**src/hw/rtl/assert_macros.svh**
```systemverilog
// Shared assertion macros. Define ASSERT_OFF to compile them out.
`ifndef ASSERT_MACROS_SVH
`define ASSERT_MACROS_SVH

`ifndef ASSERT_OFF

// Clocked property, disabled while reset is high.
`define ASSERT_DIS(lbl, clk, rst, prop, msg) \
   lbl: assert property (@(posedge clk) disable iff (rst) prop) else $error(msg);

// Clocked property, checked in every cycle, reset included.
`define ASSERT_ALWAYS(lbl, clk, prop, msg) \
   lbl: assert property (@(posedge clk) prop) else $error(msg);

`else

`define ASSERT_DIS(lbl, clk, rst, prop, msg)
`define ASSERT_ALWAYS(lbl, clk, prop, msg)

`endif

`endif

```
**src/hw/rtl/aalr_pkg.sv**
```systemverilog
`timescale 1ns / 1ps

package aalr_pkg;

   localparam int COORD_BITS   = 10;
   localparam int COVER_BITS   = 8;
   localparam int FRAC_BITS    = 16;
   localparam int COLOUR_BITS  = 16;
   localparam int PIX_BITS     = COORD_BITS + 1;
   localparam int CVR_BITS     = COVER_BITS + 1;

   localparam logic ACT_START = 1'b0;
   localparam logic ACT_STEP  = 1'b1;

   typedef struct packed {
      logic                   action;
      logic [COORD_BITS-1:0]  start_x;
      logic [COORD_BITS-1:0]  end_x;
      logic [COORD_BITS-1:0]  start_y;
      logic [COORD_BITS-1:0]  end_y;
      logic [COLOUR_BITS-1:0] line_colour;
   } req_type;

   typedef struct packed {
      logic [PIX_BITS-1:0]    first_px_x;
      logic [PIX_BITS-1:0]    first_px_y;
      logic [CVR_BITS-1:0]    first_cover;
      logic [PIX_BITS-1:0]    second_px_x;
      logic [PIX_BITS-1:0]    second_px_y;
      logic [CVR_BITS-1:0]    second_cover;
      logic [COLOUR_BITS-1:0] pixel_colour;
      logic                   last_pair;
   } rsp_type;

   typedef enum logic [1:0] {
      ST_WAIT,
      ST_DIV,
      ST_FINISH,
      ST_STEP
   } ctrl_state_type;

   typedef enum logic [1:0] {
      PH_IDLE,
      PH_END2,
      PH_INNER
   } phase_type;

   typedef struct packed {
      logic load_start;
      logic div_step;
      logic finish;
      logic emit_end2;
      logic emit_inner;
   } dp_cmd_type;

   typedef struct packed {
      logic div_done;
      logic end2_last;
      logic inner_last;
   } dp_status_type;

endpackage

```
**src/hw/rtl/aalr_ctrl.sv**
```systemverilog
`timescale 1ns / 1ps
`include "assert_macros.svh"

module aalr_ctrl (
   input  logic                    clock,
   input  logic                    reset,
   input  logic                    req_valid,
   input  logic                    req_action,
   output logic                    req_stall,
   output logic                    rsp_valid,
   input  logic                    rsp_stall,
   input  aalr_pkg::dp_status_type status,
   output aalr_pkg::dp_cmd_type    cmd
);

   aalr_pkg::ctrl_state_type state_ff, state_in;
   aalr_pkg::phase_type      phase_ff, phase_in;
   logic                     rsp_valid_ff, rsp_valid_in;
   logic                     out_free;
   logic                     out_load;

   assign out_free  = !rsp_valid_ff || !rsp_stall;
   assign out_load  = cmd.finish || cmd.emit_end2 || cmd.emit_inner;
   assign req_stall = (state_ff != aalr_pkg::ST_WAIT);
   assign rsp_valid = rsp_valid_ff;

   always_ff @(posedge clock) begin
      if (reset) begin
         state_ff     <= aalr_pkg::ST_WAIT;
         phase_ff     <= aalr_pkg::PH_IDLE;
         rsp_valid_ff <= 1'b0;
      end else begin
         state_ff     <= state_in;
         phase_ff     <= phase_in;
         rsp_valid_ff <= rsp_valid_in;
      end
   end

   always_comb begin
      state_in = state_ff;
      phase_in = phase_ff;
      cmd      = '0;
      case (state_ff)
         aalr_pkg::ST_WAIT: begin
            if (req_valid) begin
               if (req_action == aalr_pkg::ACT_START) begin
                  cmd.load_start = 1'b1;
                  state_in       = aalr_pkg::ST_DIV;
               end else begin
                  state_in = aalr_pkg::ST_STEP;
               end
            end
         end
         aalr_pkg::ST_DIV: begin
            cmd.div_step = 1'b1;
            if (status.div_done) begin
               state_in = aalr_pkg::ST_FINISH;
            end
         end
         aalr_pkg::ST_FINISH: begin
            if (out_free) begin
               cmd.finish = 1'b1;
               phase_in   = aalr_pkg::PH_END2;
               state_in   = aalr_pkg::ST_WAIT;
            end
         end
         aalr_pkg::ST_STEP: begin
            case (phase_ff)
               aalr_pkg::PH_END2: begin
                  if (out_free) begin
                     cmd.emit_end2 = 1'b1;
                     phase_in      = status.end2_last ? aalr_pkg::PH_IDLE
                                                      : aalr_pkg::PH_INNER;
                     state_in      = aalr_pkg::ST_WAIT;
                  end
               end
               aalr_pkg::PH_INNER: begin
                  if (out_free) begin
                     cmd.emit_inner = 1'b1;
                     if (status.inner_last) begin
                        phase_in = aalr_pkg::PH_IDLE;
                     end
                     state_in = aalr_pkg::ST_WAIT;
                  end
               end
               default: begin
                  // step with no line in progress: dropped
                  state_in = aalr_pkg::ST_WAIT;
               end
            endcase
         end
         default: begin
            state_in = aalr_pkg::ST_WAIT;
         end
      endcase
      rsp_valid_in = out_load || (rsp_valid_ff && rsp_stall);
   end

   `ASSERT_DIS(a_load_needs_room, clock, reset, out_load |-> out_free, "output overwritten while stalled")
   `ASSERT_DIS(a_finish_after_div, clock, reset, (state_ff == aalr_pkg::ST_FINISH) |-> (($past(state_ff) == aalr_pkg::ST_FINISH) || $past(status.div_done)), "finish entered before divide done")
   `ASSERT_DIS(a_inner_from_end2, clock, reset, ((phase_ff == aalr_pkg::PH_INNER) && ($past(phase_ff) != aalr_pkg::PH_INNER)) |-> ($past(phase_ff) == aalr_pkg::PH_END2), "interior phase entered without second endpoint")

endmodule

```
**src/hw/rtl/aalr_datapath.sv**
```systemverilog
`timescale 1ns / 1ps
`include "assert_macros.svh"

module aalr_datapath #(
   parameter int FRAC_BITS = aalr_pkg::FRAC_BITS
) (
   input  logic                    clock,
   input  logic                    reset,
   input  aalr_pkg::req_type       req_payload,
   input  aalr_pkg::dp_cmd_type    cmd,
   output aalr_pkg::dp_status_type status,
   output aalr_pkg::rsp_type       rsp_payload
);

   localparam int CB     = aalr_pkg::COORD_BITS;
   localparam int CVB    = aalr_pkg::COVER_BITS;
   localparam int CVR_W  = aalr_pkg::CVR_BITS;
   localparam int PIX_W  = aalr_pkg::PIX_BITS;
   localparam int COL_W  = aalr_pkg::COLOUR_BITS;
   localparam int ACC_W  = CB + FRAC_BITS + 1;
   localparam int GRAD_W = FRAC_BITS + 2;
   localparam int QUO_W  = FRAC_BITS + 1;
   localparam int CNT_W  = $clog2(FRAC_BITS + 1);

   localparam logic [GRAD_W-1:0] GRAD_ONE   = GRAD_W'(1) << FRAC_BITS;
   localparam logic [CVR_W-1:0]  COVER_FULL = CVR_W'(1) << CVB;
   localparam logic [CVR_W-1:0]  COVER_HALF = CVR_W'(1) << (CVB - 1);

   function automatic logic [ACC_W-1:0] grad_ext(input logic [GRAD_W-1:0] g);
      return {{(ACC_W - GRAD_W){g[GRAD_W-1]}}, g};
   endfunction

   // line state
   logic              steep_ff;
   logic [CB-1:0]     major_pos_ff;
   logic [CB-1:0]     major_end_ff;
   logic [CB-1:0]     minor_end_ff;
   logic [CB-1:0]     minor_start_ff;
   logic [COL_W-1:0]  colour_ff;
   logic [ACC_W-1:0]  acc_ff;
   logic [GRAD_W-1:0] grad_ff;
   // divider
   logic              neg_ff;
   logic              zero_ff;
   logic [CB-1:0]     div_ff;
   logic [CB-1:0]     rem_ff;
   logic [QUO_W-1:0]  quot_ff;
   logic [CNT_W-1:0]  cnt_ff;
   aalr_pkg::rsp_type out_ff;

   // start setup
   logic [CB-1:0] ax, bx, ay, by, adx, ady;
   logic [CB-1:0] p0, p1, q0, q1, s0, s1, t0, t1;
   logic          steep;
   logic [CB-1:0] span, mag;

   always_comb begin
      ax    = req_payload.start_x;
      bx    = req_payload.end_x;
      ay    = req_payload.start_y;
      by    = req_payload.end_y;
      adx   = (ax > bx) ? ax - bx : bx - ax;
      ady   = (ay > by) ? ay - by : by - ay;
      steep = ady > adx;
      s0    = steep ? ay : ax;
      s1    = steep ? by : bx;
      t0    = steep ? ax : ay;
      t1    = steep ? bx : by;
      if (s0 > s1) begin
         p0 = s1;
         p1 = s0;
         q0 = t1;
         q1 = t0;
      end else begin
         p0 = s0;
         p1 = s1;
         q0 = t0;
         q1 = t1;
      end
      span = p1 - p0;
      mag  = (q1 >= q0) ? q1 - q0 : q0 - q1;
   end

   // restoring divide, one quotient bit per cycle; the first bit is the integer bit
   logic [CB:0]       trial;
   logic [CB:0]       diff;
   logic              ge;
   logic [CB-1:0]     rem_in;
   logic [QUO_W-1:0]  quot_in;

   always_comb begin
      trial   = (cnt_ff == '0) ? {1'b0, rem_ff} : {rem_ff, 1'b0};
      diff    = trial - {1'b0, div_ff};
      ge      = trial >= {1'b0, div_ff};
      rem_in  = ge ? diff[CB-1:0] : trial[CB-1:0];
      quot_in = {quot_ff[QUO_W-2:0], ge};
   end

   logic [GRAD_W-1:0] mag_q, grad_calc;
   logic [ACC_W-1:0]  acc_init;

   always_comb begin
      mag_q     = {1'b0, quot_ff};
      if (zero_ff) begin
         grad_calc = GRAD_ONE;
      end else begin
         grad_calc = neg_ff ? (~mag_q + GRAD_W'(1)) : mag_q;
      end
      acc_init  = {1'b0, minor_start_ff, FRAC_BITS'(0)} + grad_ext(grad_calc);
   end

   // step status
   logic [CB-1:0] end_gap;
   logic [CB:0]   pos_next;
   logic          end2_last;
   logic          inner_last;
   logic [CVB-1:0] frac_cover;

   always_comb begin
      end_gap    = major_end_ff - major_pos_ff;
      end2_last  = end_gap <= CB'(1);
      pos_next   = {1'b0, major_pos_ff} + (CB + 1)'(1);
      inner_last = pos_next >= {1'b0, major_end_ff};
      frac_cover = acc_ff[FRAC_BITS-1 -: CVB];
   end

   assign status.div_done   = (cnt_ff == CNT_W'(FRAC_BITS));
   assign status.end2_last  = end2_last;
   assign status.inner_last = inner_last;

   // result pair
   logic [CB-1:0]      em_major, em_minor;
   logic [CVR_W-1:0]   em_c1, em_c2;
   logic               em_last;
   logic [PIX_W-1:0]   major_px, minor_px, minor_px1;
   aalr_pkg::rsp_type  pkt;

   always_comb begin
      em_major = major_pos_ff;
      em_minor = minor_start_ff;
      em_c1    = COVER_HALF;
      em_c2    = '0;
      em_last  = 1'b0;
      if (cmd.emit_end2) begin
         em_major = major_end_ff;
         em_minor = minor_end_ff;
         em_last  = end2_last;
      end else if (cmd.emit_inner) begin
         em_minor = acc_ff[FRAC_BITS +: CB];
         em_c1    = COVER_FULL - {1'b0, frac_cover};
         em_c2    = {1'b0, frac_cover};
         em_last  = inner_last;
      end
      major_px  = {1'b0, em_major};
      minor_px  = {1'b0, em_minor};
      minor_px1 = minor_px + PIX_W'(1);
      if (steep_ff) begin
         pkt.first_px_x  = minor_px;
         pkt.first_px_y  = major_px;
         pkt.second_px_x = minor_px1;
         pkt.second_px_y = major_px;
      end else begin
         pkt.first_px_x  = major_px;
         pkt.first_px_y  = minor_px;
         pkt.second_px_x = major_px;
         pkt.second_px_y = minor_px1;
      end
      pkt.first_cover  = em_c1;
      pkt.second_cover = em_c2;
      pkt.pixel_colour = colour_ff;
      pkt.last_pair    = em_last;
   end

   always_ff @(posedge clock) begin
      if (cmd.load_start) begin
         steep_ff       <= steep;
         major_pos_ff   <= p0;
         major_end_ff   <= p1;
         minor_start_ff <= q0;
         minor_end_ff   <= q1;
         colour_ff      <= req_payload.line_colour;
         neg_ff         <= q1 < q0;
         zero_ff        <= span == '0;
         div_ff         <= span;
         rem_ff         <= mag;
         quot_ff        <= '0;
         cnt_ff         <= '0;
      end
      if (cmd.div_step) begin
         rem_ff  <= rem_in;
         quot_ff <= quot_in;
         cnt_ff  <= cnt_ff + CNT_W'(1);
      end
      if (cmd.finish) begin
         grad_ff <= grad_calc;
         acc_ff  <= acc_init;
      end
      if (cmd.emit_end2 && !end2_last) begin
         major_pos_ff <= major_pos_ff + CB'(1);
      end
      if (cmd.emit_inner) begin
         acc_ff       <= acc_ff + grad_ext(grad_ff);
         major_pos_ff <= major_pos_ff + CB'(1);
      end
      if (cmd.finish || cmd.emit_end2 || cmd.emit_inner) begin
         out_ff <= pkt;
      end
   end

   assign rsp_payload = out_ff;

   `ASSERT_DIS(a_rem_below_div, clock, reset, (cmd.div_step && !zero_ff && (cnt_ff != '0)) |-> (rem_ff < div_ff), "divider remainder not below divisor")

endmodule

```
**src/hw/rtl/antialiased_line_rasterizer_core.sv**
```systemverilog
`timescale 1ns / 1ps
// Channel | Direction | Payload            | Handshake
// req     | in        | aalr_pkg::req_type | req_valid / req_stall
// rsp     | out       | aalr_pkg::rsp_type | rsp_valid / rsp_stall
//
// Start item: accept, then the restoring divider forms the gradient one quotient
// bit per cycle, then the first endpoint pair is written to the output register.
// Step item: accept, then emit one pair; interior pairs take one accumulator add.
// A step with no line in progress produces no transfer on rsp.
// Reset clears the controller and output valid; line registers are loaded on start.
// The output register holds its pair while rsp_stall is high; a start can run its
// divide meanwhile, but no new pair is written until the register drains.

module antialiased_line_rasterizer_core #(
   parameter int FRAC_BITS = aalr_pkg::FRAC_BITS
) (
   input  logic              clock,
   input  logic              reset,
   input  logic              req_valid,
   output logic              req_stall,
   input  aalr_pkg::req_type req_payload,
   output logic              rsp_valid,
   input  logic              rsp_stall,
   output aalr_pkg::rsp_type rsp_payload
);

   aalr_pkg::dp_cmd_type    cmd;
   aalr_pkg::dp_status_type status;

   aalr_ctrl u_ctrl (
      .clock      (clock),
      .reset      (reset),
      .req_valid  (req_valid),
      .req_action (req_payload.action),
      .req_stall  (req_stall),
      .rsp_valid  (rsp_valid),
      .rsp_stall  (rsp_stall),
      .status     (status),
      .cmd        (cmd)
   );

   aalr_datapath #(
      .FRAC_BITS (FRAC_BITS)
   ) u_datapath (
      .clock       (clock),
      .reset       (reset),
      .req_payload (req_payload),
      .cmd         (cmd),
      .status      (status),
      .rsp_payload (rsp_payload)
   );

endmodule
```
**config.mk**
```make
export PLATFORM = sky130hd
export DESIGN_NAME = antialiased_line_rasterizer_core
export DESIGN_NICKNAME = d
export VERILOG_FILES = /design/src/hw/rtl/aalr_pkg.sv /design/src/hw/rtl/aalr_ctrl.sv /design/src/hw/rtl/aalr_datapath.sv /design/src/hw/rtl/antialiased_line_rasterizer_core.sv
export VERILOG_INCLUDE_DIRS = /design/src /design/src/hw/rtl
export SDC_FILE = /design/constraint.sdc
export NUM_CORES = 1
export LEC_CHECK = 0
export ABC_CLOCK_PERIOD_IN_PS = 14530
export BUFFER_PORTS_ARGS = -buffer_cell sky130_fd_sc_hd__buf_2
export CAP_MARGIN = 20
export CORE_ASPECT_RATIO = 1.2
export CORE_MARGIN = 10
export CORE_UTILIZATION = 45
export CTS_BUF_LIST = sky130_fd_sc_hd__clkbuf_2
export DETAILED_ROUTE_END_ITERATION = 8
export HOLD_SLACK_MARGIN = 0.03
export PLACE_DENSITY = 0.69
export SLEW_MARGIN = 15
export SYNTH_ARGS = -nofsm -noshare
export SYNTH_HDL_FRONTEND = slang
export SYNTH_SLANG_ARGS = --single-unit
export TNS_END_PERCENT = 100
```
**constraint.sdc**
```tcl
create_clock -name clock -period 14.53 [get_ports clock]
set_clock_uncertainty 0.2 [all_clocks]
set_input_delay 2.1795 -clock clock [delete_from_list [all_inputs] [get_ports clock]]
set_output_delay 2.1795 -clock clock [all_outputs]
set_load 0.005 [all_outputs]
```
== Word-level counts from Yosys, hierarchy flattened ==
Cells that the tools add are included.

* Bits in registers: 230
* Input bits: 61
* Output and inout port bits: 81
* Word-level logic and storage cells: 145

* $add $sub $neg: 17
* Magnitude comparators: 9
* Equal/unequal tests: 13
* Mux-type cells: 55
* Bitwise logic cells: 2
* Reductions and logical operators: 21

{| class="wikitable"
|+ Operators by type and width
! operator !! count
|-
| $mux 10 || 20
|-
| $sub 10x10->10 || 9
|-
| $mux 27 || 2
|-
| $mux 21 || 2
|-
| $gt 10x10->1 || 4
|-
| $mux 18 || 2
|-
| $mux 17 || 2
|-
| $add 26x27->27 || 1
|-
| $add 27x27->27 || 1
|-
| $add 10x1->11 const B || 2
|-
| $ge 11x10->1 || 2
|-
| $mux 2 || 11
|-
| $add 18x1->18 const B || 1
|-
| $not 17->18 || 1
|-
| $ne 3x2->1 const B || 4
|-
| $mux 11 || 1
|-
| $add 10x1->10 const B || 1
|-
| $ge 10x10->1 || 1
|-
| $le 10x1->1 const B || 1
|-
| $logic_not 10->1 || 1
|-
| $lt 10x10->1 || 1
|-
| $mux 1 || 10
|-
| $mux 5 || 2
|-
| $sub 9x8->9 const A || 1
|-
| 19 further kinds || 34
|}

== Logic depth before layout (Yosys ltp) ==
* Depth in word-level cells: 10
* Mapped depth: 55

== By module ==
Synthesis repeated with hierarchy kept, for this count alone.

* Cells, all modules: 1849
* Area total of the unflattened synthesis: 17294.1 um2

{| class="wikitable"
|+ By module, submodules not included
! module !! instances !! cells each !! area each (um2) !! sequential area each (um2)
|-
| aalr_datapath || 1 || 1800 || 16872.4 || 6606.3
|-
| aalr_ctrl || 1 || 49 || 421.7 || 100.1
|}

== Worst setup path before layout ==
Ideal clock, no wire load.

* Kind: input-to-reg
* Start point: in req_payload[26] (netlist bit)
* End point: reg u_datapath.rem_ff[3] (data pin)
* Setup time: 0.272 ns
* Data arrival time: 12.645 ns
* Required time: 14.058 ns
* Slack: 1.413 ns
* Stages: 52
* Path buffers: 10
* Cell sequence: inv_1 > ha_1 > inv_1 > fa_1 > a21oi_1 > o21bai_1 > a21o_1 > a21o_1 > a21o_1 > a21oi_1 > o21ai_0 > clkbuf_1 > mux2i_1 > a2bb2oi_1 > nand3_1 > a31oi_1 > o21ai_0 > xor2_1 > [16 not listed] > mux2i_2 > or2_1 > buf_4 > buf_2 > clkbuf_1 > clkbuf_1 > a21oi_1 > mux2i_1 > inv_1 > ha_1 > a21o_1 > a21oi_1 > nor2b_1 > a311o_1 > nor2_2 > mux2_4 > and4_1 > or4_1

* Cells in the longest elaborated chain, start to end: 10
* Elaborated cells on any way between the ends: 18

{| class="wikitable"
|+ RTL lines
! element !! RTL line !! text
|-
| start: declaration || antialiased_line_rasterizer_core.sv:21 || <nowiki>input aalr_pkg::req_type req_payload,</nowiki>
|-
| $sub 10x10->10 / $gt 10x10->1 (equally long branches) || aalr_datapath.sv:63 || <nowiki>ady = (ay > by) ? ay - by : by - ay;</nowiki>
|-
| $mux 10 || aalr_datapath.sv:63 ||
|-
| $gt 10x10->1 || aalr_datapath.sv:64 || <nowiki>steep = ady > adx;</nowiki>
|-
| $mux 10 (on tied branches) || aalr_datapath.sv:65, aalr_datapath.sv:66 ||
|-
| $gt 10x10->1 || aalr_datapath.sv:69 || <nowiki>if (s0 > s1) begin</nowiki>
|-
| $mux 10 * || aalr_datapath.sv:69 ||
|-
| net u_datapath.q0[7] || aalr_datapath.sv:53 || <nowiki>logic [CB-1:0] p0, p1, q0, q1, s0, s1, t0, t1;</nowiki>
|-
| $ge 10x10->1 * || aalr_datapath.sv:81 || <nowiki>mag = (q1 >= q0) ? q1 - q0 : q0 - q1;</nowiki>
|-
| $mux 10 * || aalr_datapath.sv:81 ||
|-
| $mux 10 * || aalr_datapath.sv:175 || <nowiki>if (cmd.load_start) begin</nowiki>
|-
| $mux 10 * || aalr_datapath.sv:189 || <nowiki>if (cmd.div_step) begin</nowiki>
|-
| end signal: assignment || aalr_datapath.sv:185 || <nowiki>rem_ff <= mag;</nowiki>
|-
| end signal: assignment || aalr_datapath.sv:190 || <nowiki>rem_ff <= rem_in;</nowiki>
|-
| end: declaration || aalr_datapath.sv:46 || <nowiki>logic [CB-1:0] rem_ff;</nowiki>
|}

Mark *: on every way through the listed nets, which the timed path passes. The rest lies on a longest branch. The select of a mux whose other input is x is not followed.
A chain may end at the register's enable or synchronous reset.

== Final worst setup path ==
Same ends and word-level chain as after synthesis.

==> results.yml <==
logic_synthesis:
  ys_seq_area_frac: 0.397
  synthesis.area_sq_um: 16900
  synth_edf_count: 220
  synth_cell_types: 79
  ys_async_sr_fraction: 0
  synth_ff_type: "edfxtp_1"
  synth.avg_cell_area_sq_um: 9.48
  syn-instance-count: 1780
  yosys_warnings: 0
  yosys_register_bits: 225
finish:
  final_cells: 2453
  post_route_cells_drive_above_1_share: 0.161
  final_common_cell: "edfxtp_1"
  nets: 2149
  final_cell_mix: "edfxtp_1 (220), nor2_1 (187), a21oi_1 (151)"
  synthToLayoutAreaGrowth_pct: 10.1
clock_network:
  cts.clk_slew.worst_paths_ns: 0.10
  cts_tree: "built"
  postCtsHoldBufs: 0
  cts-root-buf: "clkbuf_2"
  clock-sinks: 225
  clkLatencyLatePin_ns: 0.89
  postCtsSetupBuffers: 0
  cts_resized: 0
  cts_buffer_depth: 3
  ctsHtreeMaxLevel: 2
  cts_made_buffers: 54
setup_path:
  crit_path_max_incr_delay_ns: 0.69
  crit_fanout: 49
  cp-startpoint: "req_payload[26]"
  rr_worst_depth: 18
  path_depth: 46
  worstSetupEndpoint: "u_datapath.rem_ff[3]$_DFFE_PP_"
  crit-reg2reg-launch: "u_datapath.cnt_ff[0]$_SDFFCE_PN0P_"
  worst_setup_path_start_kind: "primary input"
  cp_top_family: "compound AO/OA/AOI/OAI gates"
  critical_path_arrival_ns: 12.78
  path_buf_inv: 7
  end_kind: "flip-flop"
  rr_endpoint: "u_datapath.rem_ff[3]$_DFFE_PP_"
  cp.required_ns: 14.92
  crit_type: "primary input to flip-flop"
  worst_path_max_delay_cell: "nor2_4"
  regToRegSetupSlack_ns: 9.04
global_routing:
  grt.overflow.total: 0
  use_met2: 0.343
  met3_usage: 0.0302
  grtUsageTotal: 0.198
  met1_usage: 0.228
  antenna_found_initial: 1
  grt_pass1_wl_um: 71800
  grt_pass1_vias: 13496
  grt_max_degree: 61
  grt-busiest-layer: "met2"
timing:
  slew_headroom: 0.386
  fmax_mhz: 80.7
  fin_setup_tns_ns: 0
  rsz0062_at_grt: "false"
  final.min_clock_period_ns: 12.39
  period_share: 0.852
  slew_viol_final: 0
  setup_violations: 0
  hold_violations: 0
  worst_pin_slew_ns: 0.916
detailed_routing:
  detail_route.drc_violations: 1
  vias_per_cell: 5.53
  wl_per_cell_um: 18.8
  drt-initial-drc-count: 810
  drt_pass1_iterations: 9
  drt-total-wl_um: 46100
  via_count: 13562
  postRouteAntennaNets: 0
floorplanning:
  die-height_um: 232
  start_util: 0.456
  io_pins: 142
  coreArea_sq_um: 37000
  placement_rows: 77
  die_x_um: 197
  die-area_sq_um: 45700
placement:
  dp_cells: 2353
  portBuffers: 138
  place_hpwl_um: 36800
  finalWeightedCongestion: 1.02
status:
  violations: "DRC"
  outcome: "finished with violations"
power:
  ir_drop_mv: 0.135
  p_per_area_nw_per_um2: 237
  leakagePower_nw: 8.02
job:
  cap_violations: 0
hold_path:
  hp-class: "flip-flop to flip-flop"
-- cell families after synthesis --
| kind of cell | share of synthesized area |
|---|---|
| buf+inv | 0.0495 |
| compound gates | 0.158 |
| flops | 0.397 |
| xor+xnor | 0.0545 |
| simple gates | 0.149 |
| mux | 0.0726 |
| other cells | 0.000222 |
| fa+ha+maj | 0.119 |
-- final cells by class --
class / count / area [sq um]
Antenna cell: 1 / 2.50
Clock buffer: 88 / 440
Clock inverter: 10 / 42.5
Fill cell: 3503 / 18400
Inverter: 149 / 559
Multi-Input combinational cell: 1342 / 9340
Sequential cell: 225 / 6710
Tap cell: 474 / 593
Timing Repair Buffer: 164 / 900
-- sequential cells by signal, indices dropped and copies added, names as in the netlist, 16 cells and up --
register	count
u_datapath.colour_ff	16
u_datapath.grad_ff	18
u_datapath.quot_ff	17
u_datapath.rsp_payload	75
u_datapath.acc_ff	26
-- synth_stat cells, drive strengths merged, types with 37 or more instances --
master / instances / area (sq um)
edfxtp: 220 / 6610
nor2: 190 / 726
a21oi: 151 / 756
inv: 149 / 559
ha: 142 / 1780
nand2: 137 / 514
o21ai: 104 / 521
mux2i: 80 / 805
xnor2: 56 / 490
xor2: 49 / 429
clkbuf: 47 / 176
a21o: 37 / 278
and2: 37 / 231
mux2: 37 / 420
-- worst min path at each step --
| stage | from | endpoint | cells after the start |
|---|---|---|---|
| floorplan | u_datapath.colour_ff[9]$_DFFE_PP_ | u_datapath.rsp_payload[10]$_DFFE_PP_ | 0 |
| global placement | u_datapath.colour_ff[11]$_DFFE_PP_ | u_datapath.rsp_payload[12]$_DFFE_PP_ | 0 |
| detailed placement | u_datapath.colour_ff[11]$_DFFE_PP_ | u_datapath.rsp_payload[12]$_DFFE_PP_ | 0 |
| CTS | u_datapath.colour_ff[13]$_DFFE_PP_ | u_datapath.rsp_payload[14]$_DFFE_PP_ | 0 |
| global route | u_datapath.colour_ff[13]$_DFFE_PP_ | u_datapath.rsp_payload[14]$_DFFE_PP_ | 0 |
| finish | u_datapath.colour_ff[11]$_DFFE_PP_ | u_datapath.rsp_payload[12]$_DFFE_PP_ | 0 |
-- worst register-to-register path: cells and delay by family (launching register included) --
kind	cells	cell delay, ns
buffers and inverters	1	0.09
multiplexers	1	0.46
flip-flops	1	0.45
adder cells (fa/ha/maj)	2	0.46
AO/OA/AOI/OAI	9	2.19
AND/OR/NAND/NOR	5	1.38
-- metrics by stage --
stage                     utilization  total power (W)  area [sq um]  hold WS, ns  worst slack [ns]
after floorplan                     -          0.00318         16900        0.200              1.41
after global placement          0.489          0.00393         18100        0.201              1.42
after detailed placement        0.489          0.00398         18100        0.205              1.33
after CTS                       0.502          0.00441         18600        0.215              2.25
after global routing            0.502          0.00476         18600        0.222              1.33
final                           0.502          0.00440         18600        0.218              2.14
-- metal layers --
layer / up-vias / routed length [um]
met5: - / 0
met1: 6334 / 18500
met4: 0 / 2430
met2: 415 / 22500
met3: 104 / 2650
li1: 6709 / -
-- power breakdown --
group / switching, W / total, W / internal (W) / leakage [nW]
logic: 0.00178 / 0.00294 / 0.00116 / 5.54
registers: 0.0000704 / 0.00105 / 0.000978 / 2.09
clock network: 0.000253 / 0.000411 / 0.000158 / 0.385
(Power assumes the default switching activity.)
